==> config.mk <==
export PLATFORM = sky130hd
export DESIGN_NAME = rcs_controller
export DESIGN_NICKNAME = d
export VERILOG_FILES = /design/src/sv/rcs_pkg.sv /design/src/sv/rcs_controller.sv
export SDC_FILE = /design/constraint.sdc
export NUM_CORES = 1
export LEC_CHECK = 0
export ABC_CLOCK_PERIOD_IN_PS = 1250
export BUFFER_PORTS_ARGS = -buffer_cell sky130_fd_sc_hd__buf_2
export CAP_MARGIN = 10
export CORE_AREA = 2 2 39 41
export CTS_CLUSTER_DIAMETER = 200
export CTS_CLUSTER_SIZE = 40
export DETAILED_ROUTE_END_ITERATION = 10
export DIE_AREA = 0 0 41 43
export PLACE_DENSITY_LB_ADDON = 0.2
export SLEW_MARGIN = 20
export SYNTH_ARGS = -nofsm -noshare
export SYNTH_HDL_FRONTEND = slang
export SYNTH_SLANG_ARGS = --single-unit
==> constraint.sdc <==
create_clock -name i_clk -period 1.25 [get_ports i_clk]
set_input_delay 0.1875 -clock i_clk [delete_from_list [all_inputs] [get_ports i_clk]]
set_output_delay 0.1875 -clock i_clk [all_outputs]
set_load 0.05 [all_outputs]
==> src/sv/rcs_pkg.sv <==
// Shared types and constants of the random cell sampler.
package rcs_pkg;

    localparam int RND_W        = 31;  // random word width
    localparam int SIDE_CFG_W   = 9;   // matrix_side register width
    localparam int COUNT_CFG_W  = 17;  // sample_count register width
    localparam int CFG_DATA_W   = 17;  // widest register
    localparam int CFG_IDX_W    = 4;
    localparam int ROWCOL_W     = 8;
    localparam int IN_TDATA_W   = 32;
    localparam int OUT_TDATA_W  = 16;

    localparam logic [SIDE_CFG_W-1:0]  SIDE_RESET  = 9'd100;
    localparam logic [COUNT_CFG_W-1:0] COUNT_RESET = 17'd2000;

    localparam logic [CFG_IDX_W-1:0] CFG_MATRIX_SIDE  = 4'd0;
    localparam logic [CFG_IDX_W-1:0] CFG_SAMPLE_COUNT = 4'd1;

    localparam logic ACT_DRAW    = 1'b0;
    localparam logic ACT_RESTART = 1'b1;

    typedef enum logic [3:0] {
        S_PREP,
        S_CLEAR,
        S_IDLE,
        S_MOD_START,
        S_MOD,
        S_READ,
        S_SWAP_POS,
        S_SWAP_J,
        S_DIV,
        S_EMIT
    } t_state;

    typedef enum logic {
        DIV_MOD,
        DIV_SIDE
    } t_div_mode;

    typedef struct packed {
        logic      clear_start;
        logic      clear_we;
        logic      latch_in;
        logic      div_start;
        t_div_mode div_mode;
        logic      rd_en;
        logic      wr_pos;
        logic      wr_j;
        logic      load_result;
        logic      load_exh;
        logic      out_load;
    } t_cmd;

    typedef struct packed {
        logic clear_done;
        logic exhausted;
        logic div_done;
        logic out_free;
        logic cfg_restart;
    } t_status;

endpackage

==> src/sv/rcs_controller.sv <==
// Sequencer of the sampler: clearing pass, draw steps and result hand-off.
module rcs_controller
    import rcs_pkg::*;
(
    input  logic    i_clk,
    input  logic    i_rst_n,
    input  logic    i_s_tvalid,
    input  logic    i_s_tuser,
    output logic    o_s_tready,
    input  t_status i_status,
    output t_cmd    o_cmd
);

    t_state r_state;
    t_state n_state;
    logic   w_ready;
    logic   w_accept;

    assign w_ready    = (r_state == S_IDLE) && !i_status.cfg_restart;
    assign w_accept   = w_ready && i_s_tvalid;
    assign o_s_tready = w_ready;

    always_ff @(posedge i_clk) begin
        if (!i_rst_n) begin
            r_state <= S_PREP;
        end else begin
            r_state <= n_state;
        end
    end

    // Next state
    always_comb begin
        n_state = r_state;
        if (i_status.cfg_restart) begin
            n_state = S_PREP;
        end else begin
            unique case (r_state)
                S_PREP:      n_state = S_CLEAR;
                S_CLEAR: begin
                    if (i_status.clear_done) n_state = S_IDLE;
                end
                S_IDLE: begin
                    if (w_accept) begin
                        if (i_s_tuser == ACT_RESTART) begin
                            n_state = S_PREP;
                        end else if (i_status.exhausted) begin
                            n_state = S_EMIT;
                        end else begin
                            n_state = S_MOD_START;
                        end
                    end
                end
                S_MOD_START: n_state = S_MOD;
                S_MOD: begin
                    if (i_status.div_done) n_state = S_READ;
                end
                S_READ:      n_state = S_SWAP_POS;
                S_SWAP_POS:  n_state = S_SWAP_J;
                S_SWAP_J:    n_state = S_DIV;
                S_DIV: begin
                    if (i_status.div_done) n_state = S_EMIT;
                end
                S_EMIT: begin
                    if (i_status.out_free) n_state = S_IDLE;
                end
                default:     n_state = S_PREP;
            endcase
        end
    end

    // Commands
    always_comb begin
        o_cmd          = '0;
        o_cmd.div_mode = DIV_MOD;
        unique case (r_state)
            S_PREP:  o_cmd.clear_start = 1'b1;
            S_CLEAR: o_cmd.clear_we    = 1'b1;
            S_IDLE: begin
                if (w_accept && (i_s_tuser == ACT_DRAW)) begin
                    if (i_status.exhausted) begin
                        o_cmd.load_exh = 1'b1;
                    end else begin
                        o_cmd.latch_in = 1'b1;
                    end
                end
            end
            S_MOD_START: o_cmd.div_start = 1'b1;
            S_MOD:       o_cmd.div_mode  = DIV_MOD;
            S_READ:      o_cmd.rd_en     = 1'b1;
            S_SWAP_POS:  o_cmd.wr_pos    = 1'b1;
            S_SWAP_J: begin
                o_cmd.wr_j      = 1'b1;
                o_cmd.div_start = 1'b1;
                o_cmd.div_mode  = DIV_SIDE;
            end
            S_DIV: begin
                o_cmd.div_mode    = DIV_SIDE;
                o_cmd.load_result = i_status.div_done;
            end
            S_EMIT:  o_cmd.out_load = i_status.out_free;
            default: o_cmd.div_mode = DIV_MOD;
        endcase
    end

endmodule

==> results of run 1 <==
## cell usage in the layout (no fill, tap or decap), types with 3 or more instances in the layout
master,synthesis,final
buf_8,0,5
buf_6,0,14
nor2_4,0,4
dfxtp_2,0,4
buf_12,0,3
a21oi_1,3,3
clkbuf_4,0,3
buf_2,3,8
nand2_4,0,3
buf_4,1,24
nand2b_1,3,3
inv_1,5,3
nor3_4,0,3
## routing by layer
| metal | vias up | global-route usage |
|---|---|---|
| li1 | 319 | - |
| met1 | 324 | 0.286 |
| met2 | 27 | 0.375 |
| met3 | 6 | 0.0366 |
| met4 | 0 | 0.147 |
| met5 | - | 0 |
## kinds of logic after synthesis
group                  count (synthesis)
AO/OA/AOI/OAI                         11
multiplexers                           1
flip-flops                             4
XOR/XNOR                               2
AND/OR/NAND/NOR                       31
buffers and inverters                  9
## worst max path at each step
stage | startpoint | endpoint | slack (ns) | cells past startpoint
after floorplan | r_state[3] | o_cmd[1] | -0.27 | 4
after global placement | r_state[2] | o_cmd[2] | -0.20 | 3
after detailed placement | r_state[2] | o_cmd[2] | -0.21 | 3
after CTS | r_state[2] | o_cmd[2] | -0.33 | 3
after global routing | r_state[1] | r_state[0] | -0.39 | 6
final | r_state[2] | o_cmd[2] | -0.33 | 3
## through the flow
stage          power [mW]  utilization  setup TNS, ns
2_1_floorplan       0.234            -         -0.994
3_5_place_dp        0.299        0.582          -1.52
4_1_cts             0.516        0.819          -3.25
3_3_place_gp        0.298        0.582          -1.38
6_report            0.520        0.832          -3.51
5_1_grt             0.544        0.832          -4.32
## synthesized netlist by cell type, types with 2 or more instances
cell type  count  area share
a21oi_1        3       0.036
buf_2          3       0.036
dfxtp_1        4        0.19
inv_1          5       0.045
nand2_1        5       0.045
nand2b_1       3       0.045
nor2_1         4       0.036
nor2b_1        2       0.030
nor3_1         5       0.060
nor4_1         2       0.030
nor4b_1        2       0.042
o21ai_0        2       0.024
## power breakdown
part	switching, mW	internal [mW]	leakage [nW]
clock	0.0484	0.107	0.0138
sequential	0.00399	0.133	0.0343
combinational	0.110	0.117	0.468
total	0.163	0.357	0.517
## worst max-delay path, cell delays in order (launching register included)
cell and delay [ns]:
dfxtp_2 0.34, or4b_4 0.56, nor2_4 0.11, buf_8 0.15
## timing repair
| item | in CTS | in global routing |
|---|---|---|
| setup buffers | 13 | 1 |
| gates cloned | 1 | 0 |
| endpoints found under the hold margin | 0 | 0 |
| setup endpoints to repair | 15 | 16 |
| resized for setup | 53 | 3 |
| pin swaps | 11 | 6 |
| hold buffers | 0 | 0 |
## layout make-up
cell class              instances  area [µm²]
well taps                      16        20.0
repair buffers                 55         546
flip-flops and latches          4        85.1
multi-input cells              45         454
clock buffers                   3        22.5
inverters                       5        23.8
fillers                        82         233
==> results.cfg, run 1 <==
[status]
status = finished, violations left
violations = setup timing

[routing]
routed_wl_mm = 1.88
wl_met3_um = 61
top_layer = met4
drtAntennaViolNets = 0
wl_met1_um = 739
wl_per_cell_um = 14.7
drt_iter0_markers = 10
vias_per_cell = 5.28
dr.pass1.iters = 4
drc = 0
met2_length_mm = 1.02
vias = 676

[cts]
cts_buffers = 3
cts_sinks = 4
root_buffer = clkbuf_4
cts_tree = yes
cts_max_path_buffers = 2
htree_levels = 1
clk_latency_ns = 0.23
clk_pin_slew_ns = 0.04

[final_layout]
fin_nets = 123
top_register = r_state
drive_above_1_share = 0.768
area_delta_synth_final_pct = 177
reg.largest.list = r_state: 4 flops
diodes = 0
largest_reg_flops = 4
finalNonFillerCells = 128
stdcell_area_mm2 = 0.00115

[synth]
synthFlopType = dfxtp_1
ys_warn_count = 0
synth_edf_count = 0
muxShareOfSynthArea = 0.0241
synth_cell_types = 30
yosys.area_share.simple = 0.461
synthAdderAreaFrac = 0
synth_top_family_by_area = simple AND/OR/NAND/NOR gates
synth-compound-area-share = 0.181
avgSynthCellArea_um2 = 7.16
ys_ff_latch = 4
synth_xor_area_frac = 0.0422
synth-seq-area-share = 0.193
syn_inst = 58
syn_area_um2 = 415
async_flop_share = 0
syn-num-nets = 67

[floorplan]
io_pins = 21
fp.coreArea_mm2 = 0.00138
die_h_um = 43
dieArea_mm2 = 0.00176
die_x_um = 41
start_util = 0.300
rows = 14

[sta]
tightest_slew_ns = 0.316
final-hold-violation-count = 0
fin_crit_ns = 1.58
slew_viol_final = 0
rsz0062_at_grt = true
relSlewSlack = 0.786
final-setup-viol-count = 16
finalWorstSetupSlack_ns = -0.327
finClkSkew_ns = 0.00192
max_freq_mhz = 634
final.period_utilization = 1.26
whs_ns = 0.299

[worst_hold_path]
hold_path_class = in2reg
hold_start = i_rst_n
timing.hold.worst_endpoint = r_state[0]
hold_path_depth = 3

[worst_setup_path]
arrival_ns = 1.39
worstSetupStartpointType = register
critical_path_required_ns = 1.06
r2r_start = r_state[1]
reg2regPathDepth = 6
worstSetupPathType = reg2out
r2r_end = r_state[0]
reg2reg_slack_ns = -0.32
cp-end-kind = output pin
path_max_fanout = 4

[placed_design]
place_ws_ns = -0.212
portBuffers = 20
dp_cells = 110
place_hpwl_mm = 1.10
gp_congestion = 0.868
placed_cell_area_um2 = 806

[pwr]
power_density_mw_per_mm2 = 452
peakVddDrop_mv = 0.275
p_leak_nw = 0.517

[global_routing]
antenna_found_initial = 0
grt.overflow.total = 0
grt_pass1_vias = 657
grt_pass1_wl_mm = 2.84
grtUsageTotal = 0.239
grt_start_max_net_pins = 7

[flow_run]
max-cap-violations = 0
Note: power is estimated with default switching activity, not from simulation.
==> inputs of run 2 (changes only) <==
==> constraint.sdc (replaced) <==
create_clock -name i_clk -period 1.25 [get_ports i_clk]
set_input_delay 0.1875 -clock i_clk [delete_from_list [all_inputs] [get_ports i_clk]]
set_output_delay 0.1875 -clock i_clk [all_outputs]
set_load 0.005 [all_outputs]
==> run 2 against run 1 <==
The flow still finishes with violations (setup timing). Register-to-register slack improved by 0.21 ns. Non-clock buffer count is 16 lower. Routed wire length shrank 31%. Global-route usage decreased by 8.2 points. Hold slack worse by 0.028 ns. Power fell by 22%. Die area did not move. Maximum frequency grew 5.4%. Final area fell by 33%. Sequential share of layout area rose by 4.3 points. Worst setup slack improved by 0.081 ns. Clock skew rose by 0.0045 ns. Critical endpoint unchanged.
==> results.cfg, run 2 (synthesized netlist as in run 1, its figures left out) <==
[status]
status = finished, violations left
violations = setup timing

[routing]
wl_per_cell_um = 11.6
drt_iter0_markers = 5
drc = 0
routed_wl_mm = 1.30
dr.pass1.iters = 2
drtAntennaViolNets = 0
vias = 574
vias_per_cell = 5.13

[floorplan]
die_x_um = 41
start_util = 0.300
rows = 14
die_h_um = 43
io_pins = 21
dieArea_mm2 = 0.00176
fp.coreArea_mm2 = 0.00138

[cts]
cts_sinks = 4
clk_pin_slew_ns = 0.04
htree_levels = 1
cts_tree = yes
cts_buffers = 3
clk_latency_ns = 0.24
cts_hold_buffers = 0
cts_max_path_buffers = 2
root_buffer = clkbuf_4

[global_routing]
grt_start_max_net_pins = 10
grt_pass1_vias = 470
grt_pass1_wl_mm = 1.91
grtUsageTotal = 0.157
antenna_found_initial = 0
grt.overflow.total = 0

[worst_setup_path]
path_delay_family = simple AND/OR/NAND/NOR gates
startpoint = r_state[2]
critical_path_required_ns = 1.06
r2r_end = r_state[3]
path_max_fanout = 4
worstSetupPathType = reg2out
r2r_start = r_state[2]
arrival_ns = 1.31
cpPeakStageDelay_ns = 0.55
cp.buffers_inverters = 1
worstSetupStartpointType = register
worstSetupPathDepth = 3
crit_path_end = o_cmd[2]
crit_path_top_delay_cell = or4b_4
cp-end-kind = output pin
crit_chain = or4b_4 -> nor2_2 -> buf_2
reg2regPathDepth = 5
reg2reg_slack_ns = -0.11

[final_layout]
final_core_util = 0.556
seqCellArea_um2 = 90.1
fillers = 124
drive_above_1_share = 0.635
reg.largest.list = r_state: 4 flops
fin_nets = 107
diodes = 0
stdcell_area_um2 = 769
multiInputGateArea_um2 = 348
area_delta_synth_final_pct = 85.2
layout_commonest_cell = buf_2
top_register = r_state
largest_reg_flops = 4
final_cell_mix = buf_2, buf_4, buf_6

[sta]
relSlewSlack = 0.739
final-hold-violation-count = 0
tightest_slew_ns = 0.388
max_freq_mhz = 668
slew_viol_final = 0
finalWorstSetupSlack_ns = -0.246
finalSetupTns_ns = -1.67
final-setup-viol-count = 15
final.period_utilization = 1.20
whs_ns = 0.271
fin_crit_ns = 1.50
rsz0062_at_grt = true
finClkSkew_ns = 0.00639

[worst_hold_path]
hold_path_class = in2reg

[pwr]
p_leak_nw = 0.370
total_power_mw = 0.406
peakVddDrop_mv = 0.625
power_density_mw_per_mm2 = 528

[placed_design]
placed_cell_area_um2 = 611
place_hpwl_um = 953
portBuffers = 20
gp_congestion = 0.857

[flow_run]
max-cap-violations = 0
[run 2: changes by cell type in the layout (fill, tap and decap cells not counted), sizes merged]
cell	change
buf	-15
bufbuf	-1
[run 2: worst min path at each step]
stage | start | to | slack [ns] | cells past startpoint
2_1_floorplan | i_rst_n | r_state[0] | 0.37 | 2
3_3_place_gp | i_rst_n | r_state[0] | 0.52 | 3
3_5_place_dp | i_rst_n | r_state[0] | 0.53 | 3
4_1_cts | i_rst_n | r_state[2] | 0.27 | 3
5_1_grt | i_rst_n | r_state[0] | 0.30 | 3
6_report | i_rst_n | r_state[2] | 0.27 | 3
[run 2: metal layers]
layer	vias to the layer above	global-route usage	share of wire
li1	287	-	-
met5	-	0	0
met1	275	0.212	0.43
met2	10	0.234	0.52
met3	2	0.0628	0.034
met4	0	0.0200	0.015
[run 2: power by group]
part | switching, mW | internal [mW] | total, mW
clock network | 0.0523 | 0.107 | 0.160
registers | 0.00541 | 0.129 | 0.135
logic | 0.0545 | 0.0576 | 0.112
total | 0.112 | 0.294 | 0.406
[run 2: layout make-up]
cell class	instances	share of cell area
multi-input cells	45	0.452
repair buffers	39	0.348
flip-flops and latches	4	0.117
clock buffers	3	0.0293
inverters	5	0.0276
well taps	16	0.0260
[run 2: worst register-to-register path: stages, from the launching register on]
cell      delay (ns)
dfxtp_2         0.32
or4b_4          0.55
buf_4           0.15
o211ai_2        0.06
nand4_1         0.10
o31ai_1         0.07
[run 2: stage by stage]
step	worst slack [ns]	instances
after floorplan	0.0382	58
after global placement	-0.0703	103
after detailed placement	-0.0609	103
after CTS	-0.244	107
after global routing	-0.306	112
final	-0.246	112
[run 2: what timing repair did]
item	4_1_cts	5_1_grt
resized for setup	7	20
setup buffers	1	5
endpoints found under the setup margin	15	15
endpoints found under the hold margin	0	0
gates cloned	0	0
pin swaps	4	2
==> inputs of run 3 (changes only) <==
--- a/config.mk
+++ b/config.mk
@@ -13,7 +13,9 @@
 export CTS_CLUSTER_SIZE = 40
 export DETAILED_ROUTE_END_ITERATION = 10
 export DIE_AREA = 0 0 41 43
+export GPL_TIMING_DRIVEN = 0
 export PLACE_DENSITY_LB_ADDON = 0.2
+export RECOVER_POWER = 25
 export SLEW_MARGIN = 20
 export SYNTH_ARGS = -nofsm -noshare
 export SYNTH_HDL_FRONTEND = slang
==> run 3 against run 2 <==
The flow still finishes with violations (setup timing). Power grew 10%. Count of clock-buffer cells in the layout unchanged. Final area up 21%. Core utilization is 12 points higher. First-iteration DRC count grew to 3.6 times the previous value. Hold slack improved by 0.0068 ns. Critical endpoint unchanged.
==> results.cfg, run 3 (synthesized netlist as in run 1, its figures left out) <==
[routing]
drtAntennaViolNets = 0
dr.pass1.iters = 4
drt_iter0_markers = 18
routed_wl_mm = 1.71
drc = 0
wl_per_cell_um = 14.6
vias = 620
vias_per_cell = 5.30

[pwr]
p_leak_nw = 0.441
power_density_mw_per_mm2 = 480
peakVddDrop_mv = 0.359

[final_layout]
area_delta_synth_final_pct = 125
stdcell_area_um2 = 935
finalNonFillerCells = 117
final_cell_mix = buf_2, buf_6, buf_4
diodes = 0
top_register = r_state
layout_commonest_cell = buf_2
reg.largest.list = r_state: 4 flops
fillers = 102
multiInputGateArea_um2 = 432
seqCellArea_um2 = 92.6
drive_above_1_share = 0.752
fin_nets = 112
largest_reg_flops = 4

[sta]
final.period_utilization = 1.19
slew_viol_final = 0
max_freq_mhz = 671
rsz0062_at_grt = true
tightest_slew_ns = 0.381
fin_crit_ns = 1.49
final-setup-viol-count = 15
finClkSkew_ns = 0.000323
finalSetupTns_ns = -2.18
whs_ns = 0.278
final-hold-violation-count = 0
finalWorstSetupSlack_ns = -0.241
relSlewSlack = 0.745

[cts]
root_buffer = clkbuf_4
htree_levels = 1
cts_tree = yes
cts_max_path_buffers = 2
cts_sinks = 4
clk_latency_ns = 0.23
cts_buffers = 3
clk_pin_slew_ns = 0.04
cts_hold_buffers = 0

[floorplan]
rows = 14
start_util = 0.300
die_x_um = 41
dieArea_mm2 = 0.00176
die_h_um = 43
io_pins = 21
fp.coreArea_mm2 = 0.00138

[placed_design]
portBuffers = 20
place_hpwl_um = 815
gp_congestion = 0.853
dp_cells = 94
placed_cell_area_um2 = 536

[global_routing]
grt.overflow.total = 0
grt_pass1_vias = 595
grt_pass1_wl_mm = 2.52
grt_start_max_net_pins = 7
grtUsageTotal = 0.210
antenna_found_initial = 0

[status]
violations = setup timing
status = finished, violations left

[worst_setup_path]
cp-end-kind = output pin
arrival_ns = 1.30
path_max_fanout = 4
critical_path_required_ns = 1.06
worstSetupStartpointType = register
worstSetupPathType = reg2out

[flow_run]
max-cap-violations = 0

[worst_hold_path]
hold_path_class = in2reg
## run 3: changes by cell type in the layout (fill, tap and decap cells not counted), sizes merged
cell | previous run | this run
buf | 39 | 44
## run 3: metal layers
layer	up-vias	wire length [µm]	track usage
met5	-	0	0
met3	2	62	0.0576
met2	22	898	0.294
met1	298	737	0.276
li1	298	-	-
met4	0	11	0.127
## run 3: final cells by class
class,count,area share
Tap cell,16,0.0214
Buffer,4,0.0522
Sequential cell,4,0.0991
Multi-Input combinational cell,45,0.462
Timing Repair Buffer,40,0.316
Clock buffer,3,0.0241
Inverter,5,0.0254
## run 3: what timing repair did
| action | in CTS | in global routing |
|---|---|---|
| buffers inserted | 15 | 5 |
| endpoints found under the setup margin | 15 | 15 |
| cloned | 1 | 0 |
| gates resized for setup | 40 | 22 |
| pin swaps | 8 | 12 |
## run 3: path summary, 6_finish.rpt
kind / slack [ns] / cells after the start / startpoint / endpoint
setup / recovery: -0.24 / 3 / r_state[1] / o_cmd[2]
hold / removal: 0.28 / 3 / i_rst_n / r_state[0]
setup reg to reg: -0.15 / 5 / r_state[1] / r_state[3]
hold reg to reg: 0.70 / 3 / r_state[3] / r_state[0]
## run 3: critical path, stage by stage (launching register included)
cell and delay, ns:
dfxtp_4 0.35, or4b_4 0.53, nor2_2 0.08, buf_2 0.11
## run 3: where the power goes
| part | switching, mW | internal [mW] | total (mW) |
|---|---|---|---|
| Sequential | 0.00569 | 0.128 | 0.134 |
| Clock | 0.0474 | 0.107 | 0.154 |
| Combinational | 0.0763 | 0.0840 | 0.160 |
| Total | 0.129 | 0.319 | 0.449 |
## run 3: metrics by stage
| stage | power, mW | utilization | setup slack (ns) |
|---|---|---|---|
| CTS | 0.423 | 0.583 | -0.251 |
| detailed placement | 0.217 | 0.387 | -0.163 |
| floorplan | 0.185 | - | 0.0382 |
| global route | 0.485 | 0.675 | -0.320 |
| finish | 0.449 | 0.675 | -0.241 |
| global placement | 0.217 | 0.387 | -0.157 |
